$ cat src/hw/rtl/hdc_pkg.sv
// Shared types, constants and color ramp tables of the heightmap decimator.
package hdc_pkg;

    // Field and dimension widths
    localparam int SRC_W  = 17;
    localparam int ERR_W  = 18;
    localparam int VIEW_W = 14;
    localparam int CFG_DATA_W = 17;
    localparam int CFG_INDEX_W = 2;
    localparam int FRAC_W = 17;
    localparam int RECIP_W = 26;

    localparam logic [SRC_W-1:0]  MAX_SOURCE_DIM = 17'd65536;
    localparam logic [VIEW_W-1:0] MAX_VIEW_DIM   = 14'd8192;
    localparam logic [SRC_W-1:0]  SRC_ROW_MAX    = 17'h1FFFF;

    // Configuration register indexes
    localparam logic [CFG_INDEX_W-1:0] CFG_SOURCE_WIDTH  = 2'd0;
    localparam logic [CFG_INDEX_W-1:0] CFG_SOURCE_HEIGHT = 2'd1;
    localparam logic [CFG_INDEX_W-1:0] CFG_VIEW_SIZE     = 2'd2;

    // Ramp stop positions scaled to 4*h units (stop fraction * 1020)
    localparam logic [9:0] STOP_LEVEL [7] = '{
        10'd0, 10'd153, 10'd357, 10'd561, 10'd765, 10'd918, 10'd1020
    };

    // ceil(2^32 / segment length); exact floor quotient for numerators below 2^24
    localparam logic [RECIP_W-1:0] SEG_RECIP [6] = '{
        RECIP_W'((64'd4294967296 + 64'd152) / 64'd153),
        RECIP_W'((64'd4294967296 + 64'd203) / 64'd204),
        RECIP_W'((64'd4294967296 + 64'd203) / 64'd204),
        RECIP_W'((64'd4294967296 + 64'd203) / 64'd204),
        RECIP_W'((64'd4294967296 + 64'd152) / 64'd153),
        RECIP_W'((64'd4294967296 + 64'd101) / 64'd102)
    };

    // Stop colors: blue, green, yellow, orange, red, purple, white (R, G, B)
    localparam logic [7:0] STOP_RGB [7][3] = '{
        '{8'd0,   8'd0,   8'd255},
        '{8'd0,   8'd128, 8'd0},
        '{8'd255, 8'd255, 8'd0},
        '{8'd255, 8'd165, 8'd0},
        '{8'd255, 8'd0,   8'd0},
        '{8'd128, 8'd0,   8'd128},
        '{8'd255, 8'd255, 8'd255}
    };

    typedef struct packed {
        logic [7:0] height_sample;
        logic       frame_start;
    } hdc_in_t;

    typedef struct packed {
        logic [7:0] red;
        logic [7:0] green;
        logic [7:0] blue;
        logic       end_of_row;
        logic       end_of_frame;
    } hdc_out_t;

    typedef struct packed {
        logic accept;
        logic load_frac;
        logic load_out;
    } hdc_cmd_t;

    typedef struct packed {
        logic keep;
        logic out_free;
    } hdc_status_t;

    typedef enum logic [1:0] {
        ST_IDLE,
        ST_FRAC,
        ST_MIX
    } hdc_state_t;

endpackage

$ cat src/hw/rtl/hdc_ctrl.sv
// Controller state machine: sample transfer, fraction step and color mix step.
module hdc_ctrl
    import hdc_pkg::*;
(
    input  logic        clk,
    input  logic        rst_n,
    input  logic        sample_valid,
    output logic        sample_stall,
    input  hdc_status_t status,
    output hdc_cmd_t    cmd
);

    hdc_state_t state_reg;
    hdc_state_t state_next;

    // Hold the state
    always_ff @(posedge clk or negedge rst_n)
    begin
        if (!rst_n)
        begin
            state_reg <= ST_IDLE;
        end
        else
        begin
            state_reg <= state_next;
        end
    end

    // Sequence one kept sample through the datapath
    always_comb
    begin
        state_next    = state_reg;
        cmd.accept    = 1'b0;
        cmd.load_frac = 1'b0;
        cmd.load_out  = 1'b0;
        sample_stall  = 1'b1;
        unique case (state_reg)
            ST_IDLE:
            begin
                sample_stall = 1'b0;
                if (sample_valid)
                begin
                    cmd.accept = 1'b1;
                    if (status.keep)
                    begin
                        state_next = ST_FRAC;
                    end
                end
            end
            ST_FRAC:
            begin
                cmd.load_frac = 1'b1;
                state_next    = ST_MIX;
            end
            ST_MIX:
            begin
                // Wait until the output register can take the pixel
                if (status.out_free)
                begin
                    cmd.load_out = 1'b1;
                    state_next   = ST_IDLE;
                end
            end
            default:
            begin
                state_next = ST_IDLE;
            end
        endcase
    end

endmodule

$ cat src/hw/rtl/hdc_datapath.sv
// Datapath: configuration, decimation counters, ramp fraction and color mix.
module hdc_datapath
    import hdc_pkg::*;
(
    input  logic                   clk,
    input  logic                   rst_n,
    input  logic                   cfg_valid,
    input  logic [CFG_INDEX_W-1:0] cfg_index,
    input  logic [CFG_DATA_W-1:0]  cfg_data,
    input  hdc_in_t                sample,
    input  hdc_cmd_t               cmd,
    output hdc_status_t            status,
    output logic                   pixel_valid,
    input  logic                   pixel_stall,
    output hdc_out_t               pixel
);

    logic [SRC_W-1:0]  source_width_reg;
    logic [SRC_W-1:0]  source_height_reg;
    logic [VIEW_W-1:0] view_size_reg;

    logic [SRC_W-1:0]  src_col_reg, src_col_next;
    logic [SRC_W-1:0]  src_row_reg, src_row_next;
    logic [ERR_W-1:0]  col_err_reg, col_err_next;
    logic [ERR_W-1:0]  row_err_reg, row_err_next;
    logic [VIEW_W-1:0] view_col_reg, view_col_next;
    logic [VIEW_W-1:0] view_row_reg, view_row_next;
    logic              row_sel_reg, row_sel_next;

    logic [SRC_W-1:0]  w_eff, h_eff, v_clamp;
    logic [VIEW_W-1:0] v_eff;
    logic [ERR_W-1:0]  v_ext;

    logic [SRC_W-1:0]  src_col_c, src_row_c;
    logic [ERR_W-1:0]  col_err_c, row_err_c;
    logic [VIEW_W-1:0] view_col_c, view_row_c;
    logic              row_sel_c;
    logic              done, col_sel, keep, eor, eof;

    logic [2:0]        seg;
    logic [7:0]        num;
    logic [2:0]        seg_reg;
    logic [7:0]        num_reg;
    logic              eor_reg, eof_reg;
    logic [FRAC_W-1:0] frac_reg;
    logic [RECIP_W+7:0] frac_prod;
    logic [7:0]        chan [3];

    logic              pixel_valid_reg;
    hdc_out_t          pixel_reg;

    // Take configuration writes
    always_ff @(posedge clk or negedge rst_n)
    begin
        if (!rst_n)
        begin
            source_width_reg  <= MAX_SOURCE_DIM;
            source_height_reg <= MAX_SOURCE_DIM;
            view_size_reg     <= MAX_VIEW_DIM;
        end
        else if (cfg_valid)
        begin
            unique case (cfg_index)
                CFG_SOURCE_WIDTH:  source_width_reg  <= cfg_data;
                CFG_SOURCE_HEIGHT: source_height_reg <= cfg_data;
                CFG_VIEW_SIZE:     view_size_reg     <= cfg_data[VIEW_W-1:0];
                default:
                begin
                end
            endcase
        end
    end

    // Clamp dimensions; the view never exceeds either source size
    always_comb
    begin
        w_eff = (source_width_reg == '0) ? SRC_W'(1) :
                (source_width_reg > MAX_SOURCE_DIM) ? MAX_SOURCE_DIM : source_width_reg;
        h_eff = (source_height_reg == '0) ? SRC_W'(1) :
                (source_height_reg > MAX_SOURCE_DIM) ? MAX_SOURCE_DIM : source_height_reg;
        v_clamp = (view_size_reg == '0) ? SRC_W'(1) :
                  (view_size_reg > MAX_VIEW_DIM) ? SRC_W'(MAX_VIEW_DIM) :
                  SRC_W'(view_size_reg);
        if (v_clamp > w_eff)
        begin
            v_clamp = w_eff;
        end
        if (v_clamp > h_eff)
        begin
            v_clamp = h_eff;
        end
        v_eff = v_clamp[VIEW_W-1:0];
        v_ext = ERR_W'(v_eff);
    end

    // Select kept samples and advance the error accumulators
    always_comb
    begin
        src_col_c  = sample.frame_start ? '0 : src_col_reg;
        src_row_c  = sample.frame_start ? '0 : src_row_reg;
        col_err_c  = sample.frame_start ? '0 : col_err_reg;
        row_err_c  = sample.frame_start ? '0 : row_err_reg;
        view_col_c = sample.frame_start ? '0 : view_col_reg;
        view_row_c = sample.frame_start ? '0 : view_row_reg;
        row_sel_c  = sample.frame_start ? 1'b1 : row_sel_reg;

        done    = view_row_c >= v_eff;
        col_sel = !done && (col_err_c < v_ext) && (view_col_c < v_eff);
        keep    = col_sel && row_sel_c;
        eor     = view_col_c == (v_eff - VIEW_W'(1));
        eof     = eor && (view_row_c == (v_eff - VIEW_W'(1)));

        view_col_next = col_sel ? view_col_c + VIEW_W'(1) : view_col_c;
        col_err_next  = done ? col_err_c :
                        col_err_c + (col_sel ? ERR_W'(w_eff) : '0) - v_ext;
        src_row_next  = src_row_c;
        view_row_next = view_row_c;
        row_err_next  = row_err_c;
        row_sel_next  = row_sel_c;

        if ((ERR_W'(src_col_c) + ERR_W'(1)) >= ERR_W'(w_eff))
        begin
            // Wrap to the next source row
            src_col_next  = '0;
            col_err_next  = '0;
            view_col_next = '0;
            if (src_row_c != SRC_ROW_MAX)
            begin
                src_row_next = src_row_c + SRC_W'(1);
            end
            if (!done)
            begin
                view_row_next = row_sel_c ? view_row_c + VIEW_W'(1) : view_row_c;
                row_err_next  = row_err_c + (row_sel_c ? ERR_W'(h_eff) : '0) - v_ext;
                row_sel_next  = (row_err_next < v_ext) && (view_row_next < v_eff);
            end
        end
        else
        begin
            src_col_next = src_col_c + SRC_W'(1);
        end
    end

    // Find the ramp segment and the offset into it
    always_comb
    begin
        seg = 3'd0;
        for (int j = 1; j < 6; j++)
        begin
            if ({sample.height_sample, 2'b00} > STOP_LEVEL[j])
            begin
                seg = 3'(j);
            end
        end
        num = 8'({sample.height_sample, 2'b00} - STOP_LEVEL[seg]);
    end

    // Advance the counters on each sample transfer
    always_ff @(posedge clk or negedge rst_n)
    begin
        if (!rst_n)
        begin
            src_col_reg  <= '0;
            src_row_reg  <= '0;
            col_err_reg  <= '0;
            row_err_reg  <= '0;
            view_col_reg <= '0;
            view_row_reg <= '0;
            row_sel_reg  <= 1'b1;
        end
        else if (cmd.accept)
        begin
            src_col_reg  <= src_col_next;
            src_row_reg  <= src_row_next;
            col_err_reg  <= col_err_next;
            row_err_reg  <= row_err_next;
            view_col_reg <= view_col_next;
            view_row_reg <= view_row_next;
            row_sel_reg  <= row_sel_next;
        end
    end

    // Capture segment, offset and marks of the sample
    always_ff @(posedge clk)
    begin
        if (cmd.accept)
        begin
            seg_reg <= seg;
            num_reg <= num;
            eor_reg <= eor;
            eof_reg <= eof;
        end
    end

    // Ramp fraction: offset times the reciprocal of the segment length
    assign frac_prod = {{RECIP_W{1'b0}}, num_reg} * {8'b0, SEG_RECIP[seg_reg]};

    always_ff @(posedge clk)
    begin
        if (cmd.load_frac)
        begin
            frac_reg <= frac_prod[FRAC_W+15:16];
        end
    end

    // Blend the two stop colors of the segment for each of the three channels
    always_comb
    begin
        logic [7:0]  c0, c1, dmag;
        logic [24:0] prod, base, mix;
        for (int k = 0; k < 3; k++)
        begin
            c0   = STOP_RGB[seg_reg][k];
            c1   = STOP_RGB[3'(seg_reg + 3'd1)][k];
            dmag = (c1 >= c0) ? c1 - c0 : c0 - c1;
            prod = {8'b0, frac_reg} * {17'b0, dmag};
            base = {1'b0, c0, 16'b0};
            mix  = (c1 >= c0) ? base + prod : base - prod;
            chan[k] = mix[23:16];
        end
    end

    // Output register: load a pixel, drop it once transferred
    always_ff @(posedge clk or negedge rst_n)
    begin
        if (!rst_n)
        begin
            pixel_valid_reg <= 1'b0;
        end
        else if (cmd.load_out)
        begin
            pixel_valid_reg <= 1'b1;
        end
        else if (!pixel_stall)
        begin
            pixel_valid_reg <= 1'b0;
        end
    end

    always_ff @(posedge clk)
    begin
        if (cmd.load_out)
        begin
            pixel_reg.red          <= chan[0];
            pixel_reg.green        <= chan[1];
            pixel_reg.blue         <= chan[2];
            pixel_reg.end_of_row   <= eor_reg;
            pixel_reg.end_of_frame <= eof_reg;
        end
    end

    assign status.keep     = keep;
    assign status.out_free = !pixel_valid_reg || !pixel_stall;
    assign pixel_valid     = pixel_valid_reg;
    assign pixel           = pixel_reg;

endmodule

$ cat src/hw/rtl/heightmap_decimate_colormap.sv
// Top level of the heightmap decimator with color ramp output.
// Takes 8-bit height samples in raster order, keeps the nearest source pixel for each
// point of a VxV view and colors it with a seven-stop ramp (blue, green, yellow, orange,
// red, purple, white). A dropped sample does not hold off the next sample. A kept sample
// holds off the next sample transfer through the transfer itself, the ramp
// fraction multiply by a segment reciprocal, and the per-channel color blend into the
// output register; the blend step waits while a previous pixel is still stalled.
// Configuration writes are taken every cycle and act at once; write them between frames.
module heightmap_decimate_colormap
    import hdc_pkg::*;
(
    input  logic                   clk,
    input  logic                   rst_n,
    input  logic                   cfg_valid,
    output logic                   cfg_ready,
    input  logic [CFG_INDEX_W-1:0] cfg_index,
    input  logic [CFG_DATA_W-1:0]  cfg_data,
    input  logic                   sample_valid,
    output logic                   sample_stall,
    input  hdc_in_t                sample,
    output logic                   pixel_valid,
    input  logic                   pixel_stall,
    output hdc_out_t               pixel
);

    hdc_cmd_t    cmd;
    hdc_status_t status;

    assign cfg_ready = 1'b1;

    hdc_ctrl u_ctrl (
        .clk          (clk),
        .rst_n        (rst_n),
        .sample_valid (sample_valid),
        .sample_stall (sample_stall),
        .status       (status),
        .cmd          (cmd)
    );

    hdc_datapath u_datapath (
        .clk         (clk),
        .rst_n       (rst_n),
        .cfg_valid   (cfg_valid),
        .cfg_index   (cfg_index),
        .cfg_data    (cfg_data),
        .sample      (sample),
        .cmd         (cmd),
        .status      (status),
        .pixel_valid (pixel_valid),
        .pixel_stall (pixel_stall),
        .pixel       (pixel)
    );

endmodule

$ cat config.mk
export PLATFORM = sky130hd
export DESIGN_NAME = heightmap_decimate_colormap
export DESIGN_NICKNAME = d
export VERILOG_FILES = /design/src/hw/rtl/hdc_pkg.sv /design/src/hw/rtl/hdc_ctrl.sv /design/src/hw/rtl/hdc_datapath.sv /design/src/hw/rtl/heightmap_decimate_colormap.sv
export SDC_FILE = /design/constraint.sdc
export NUM_CORES = 2
export LEC_CHECK = 0
export ABC_AREA = 0
export BUFFER_PORTS_ARGS = -buffer_cell sky130_fd_sc_hd__buf_2
export CAP_MARGIN = 20
export CORE_UTILIZATION = 30
export DETAILED_ROUTE_END_ITERATION = 10
export GPL_TIMING_DRIVEN = 1
export PLACE_DENSITY = 0.43
export RECOVER_POWER = 100
export SKIP_LAST_GASP = 1
export SYNTH_ARGS = -nofsm -noshare
export SYNTH_HDL_FRONTEND = slang
export SYNTH_HIERARCHICAL = 1
export SYNTH_SLANG_ARGS = --single-unit
$ cat constraint.sdc
create_clock -name clk -period 13.97 [get_ports clk]
set_clock_uncertainty 0.05 [all_clocks]
set_input_delay 2.794 -clock clk [delete_from_list [all_inputs] [get_ports clk]]
set_output_delay 2.794 -clock clk [all_outputs]
set_load 0.05 [all_outputs]
==> out/summary.txt <==
Synth unique cells: 98
Fin crit period: 12830 ps
Flops & latches, synth: 189
Clk Latency, worst-skew pair: 520 ps
Drt initial violations: 1176
Worst-margin pin slew: 4389 ps
H-tree lvl count: 4
Die footprint: 110600 um2
Grt ovf: 0
Period utilization: 91.85%
Failing checks: capacitance limit, slew limit
Die height: 332.6 um
HPWL after DPL: 74.11 mm
Run status: finished, violations left
Max Cap Viol: 10
Largest register FFs: 26
CTS max path bufs: 2
Hold path endpoint: u_datapath/pixel[1]$_DFFE_PP_
Number of global-route vias before repair: 25.78k
CP max FO: 28
# rows: 120
Ys flop type: dfrtp_1
Core Region: 107700 um2
CP peak stage delay: 860 ps
Synth async-reset ratio: 70.37%
YS warnings: 6
RR Endpoint: u_datapath/col_err_reg[17]$_DFFE_PN0P_
Die width: 332.6 um
Post-synth EDFFs: 56
Vias per cell: 4.814
Hold/Removal Path Class: flip-flop to flip-flop
Largest net degree at the start of global routing: 72
Wire length per cell: 17.80 um
Syn Std Cell Area: 32790 um2
Pre-Repair DR Iteration Count: 5
PostCTS Resize Cnt: 0
Worst Setup End Kind: flip-flop
CTS tree: built
Normalized max-slew margin: -192.6%
Initial antenna violation count: 1
Hold path depth: 0
Final ANT Viol Nets: 0
Mapped Avg Cell Area: 8.938 um2
Synth Instances: 3669
Hold Path Origin: u_datapath/eor_reg$_DFFE_PP_
CTS sink count: 189
Final Hold Fails: 0
Filler cells: 11.34k
Hold_buf cts: 0
WP buf/inv: 2
Post-CTS setup buffers: 0
Total GRT Usage: 17.01%
Worst R2R Start: u_datapath/source_width_reg[0]$_DFFE_PN0P_
Worst Setup Start Kind: flip-flop
Initial core utilization: 30.46%
CTS Buf Count: 17
Share of cells above drive strength 1: 4.984%
Root Buffer: clkbuf_16
WP data required: 14370 ps
CP Class: flip-flop to flip-flop
DRC: 0
Path depth of the worst reg2reg path: 44
IO buf count: 60
Total Neg Setup Slack: 0 ps
R2R Setup Slk: 1140 ps
First-pass GRT wire length: 147.1 mm
RSZ-0062 raised after global routing: no
Area delta synth->final: 7.302%
Seq/Total Area, Yosys: 15.29%
DRT Wirelength: 90.70 mm
Io pins: 62
Clock transition at path regs: 90 ps
Routed via count: 24.53k
Critical Path Slowest Stage Cell: or2_1
Crit path DAT: 13230 ps
Slew Viols, Final: 407
Delay-heaviest family, CP: compound AO/OA/AOI/OAI gates
Maximum clock frequency: 77.93 MHz
GPL Wtd Cong: 0.8470
# nets final: 4526
Setup violators final: 0
[cells in the final DEF (no fill, tap or decap), drive strengths merged, types with 61 or more instances in the layout]
| cell type | n |
|---|---|
| inv | 672 |
| a21oi | 181 |
| xor2 | 64 |
| nand3 | 86 |
| fa | 385 |
| a21o | 64 |
| nor2b | 75 |
| o21ai | 125 |
| clkbuf | 67 |
| ha | 429 |
| mux2 | 61 |
| and2 | 68 |
| nand2 | 306 |
| dfrtp | 129 |
| nand2b | 87 |
| xnor2 | 142 |
| nor2 | 180 |
[synthesized netlist by cell type, drive strengths merged, types with 56 or more instances]
| cell type | n | share of area (%) |
|---|---|---|
| a21o | 64 | 1.5 |
| a21oi | 181 | 3.0 |
| and2 | 68 | 1.3 |
| clkbuf | 88 | 1.0 |
| dfrtp | 129 | 9.8 |
| edfxtp | 56 | 5.1 |
| fa | 385 | 24 |
| ha | 429 | 16 |
| inv | 662 | 7.6 |
| mux2 | 61 | 2.1 |
| nand2 | 306 | 3.5 |
| nand2b | 87 | 1.7 |
| nand3 | 86 | 1.3 |
| nor2 | 180 | 2.1 |
| nor2b | 75 | 1.4 |
| nor3 | 58 | 0.93 |
| o21ai | 125 | 1.9 |
| xnor2 | 142 | 3.8 |
| xor2 | 64 | 1.7 |
[per-layer routing]
layer	global-route usage, %	wire length, um	vias up
met5	0	0	-
met4	3.526	1143	0
met3	1.638	1972	52
met2	29.39	44200	269
met1	22.91	43390	12115
li1	-	-	12098
[cell type report]
type                    count  area (um2)  share of cell area (%)
repair buffers            100       503.0                   1.429
clock buffers              17       425.4                   1.209
well taps                1403        1755                   4.989
diodes                      1       2.502                0.007111
flip-flops and latches    189        5015                   14.25
multi-input cells        2708       24830                   70.55
clock inverters            15       172.7                  0.4907
inverters                 663        2489                   7.072
[through the flow]
step | std cells | util [%] | cell area [um2] | setup WS (ps) | hold slack (ps)
final | 5096 | 32.69 | 35190 | 1138 | 392.7
after global routing | 5095 | 32.68 | 35190 | 135.6 | 400.6
after CTS | 5095 | 32.81 | 35330 | 1337 | 399.9
after detailed placement | 5063 | 32.26 | 34730 | 1409 | 381.0
after global placement | 5062 | 32.25 | 34720 | 1441 | 368.3
after floorplan | 3671 | - | 32800 | 3450 | 350.3
[worst max path at each step]
stage | startpoint | cells past startpoint | end
final | u_datapath/source_width_reg[0]$_DFFE_PN0P_ | 44 | u_datapath/col_err_reg[17]$_DFFE_PN0P_
after global routing | u_datapath/source_width_reg[0]$_DFFE_PN0P_ | 44 | u_datapath/col_err_reg[17]$_DFFE_PN0P_
after CTS | u_datapath/source_width_reg[0]$_DFFE_PN0P_ | 43 | u_datapath/col_err_reg[17]$_DFFE_PN0P_
after detailed placement | u_datapath/source_width_reg[0]$_DFFE_PN0P_ | 43 | u_datapath/col_err_reg[17]$_DFFE_PN0P_
after global placement | u_datapath/source_width_reg[0]$_DFFE_PN0P_ | 43 | u_datapath/col_err_reg[17]$_DFFE_PN0P_
after floorplan | u_datapath/source_width_reg[4]$_DFFE_PN0P_ | 50 | u_datapath/col_err_reg[17]$_DFFE_PN0P_
[worst reg2reg max path, delay by kind of cell (launching register included)]
family                   cells  cell delay, ps
multiplexers                 2             870
flip-flops                   1             410
AND/OR/NAND/NOR             14            4060
AO/OA/AOI/OAI               21            5360
buffers and inverters        2             230
adder cells (fa/ha/maj)      5            1780
[logic make-up (layout without fill, tap and decap cells)]
family / Yosys count / after routing / synth area share [%]
buffers and inverters: 774 / 795 / 9.038
multiplexers: 84 / 84 / 2.808
AND/OR/NAND/NOR: 1007 / 1007 / 15.43
XOR/XNOR: 208 / 208 / 5.639
AO/OA/AOI/OAI: 590 / 590 / 11.87
other: 2 / 5 / 0.02290
flip-flops: 189 / 189 / 15.29
adder cells (fa/ha/maj): 815 / 815 / 39.90
Power is left out: the tool's default activity adds up to more than one toggle a clock period on the data nets, which glitch-free logic cannot reach.
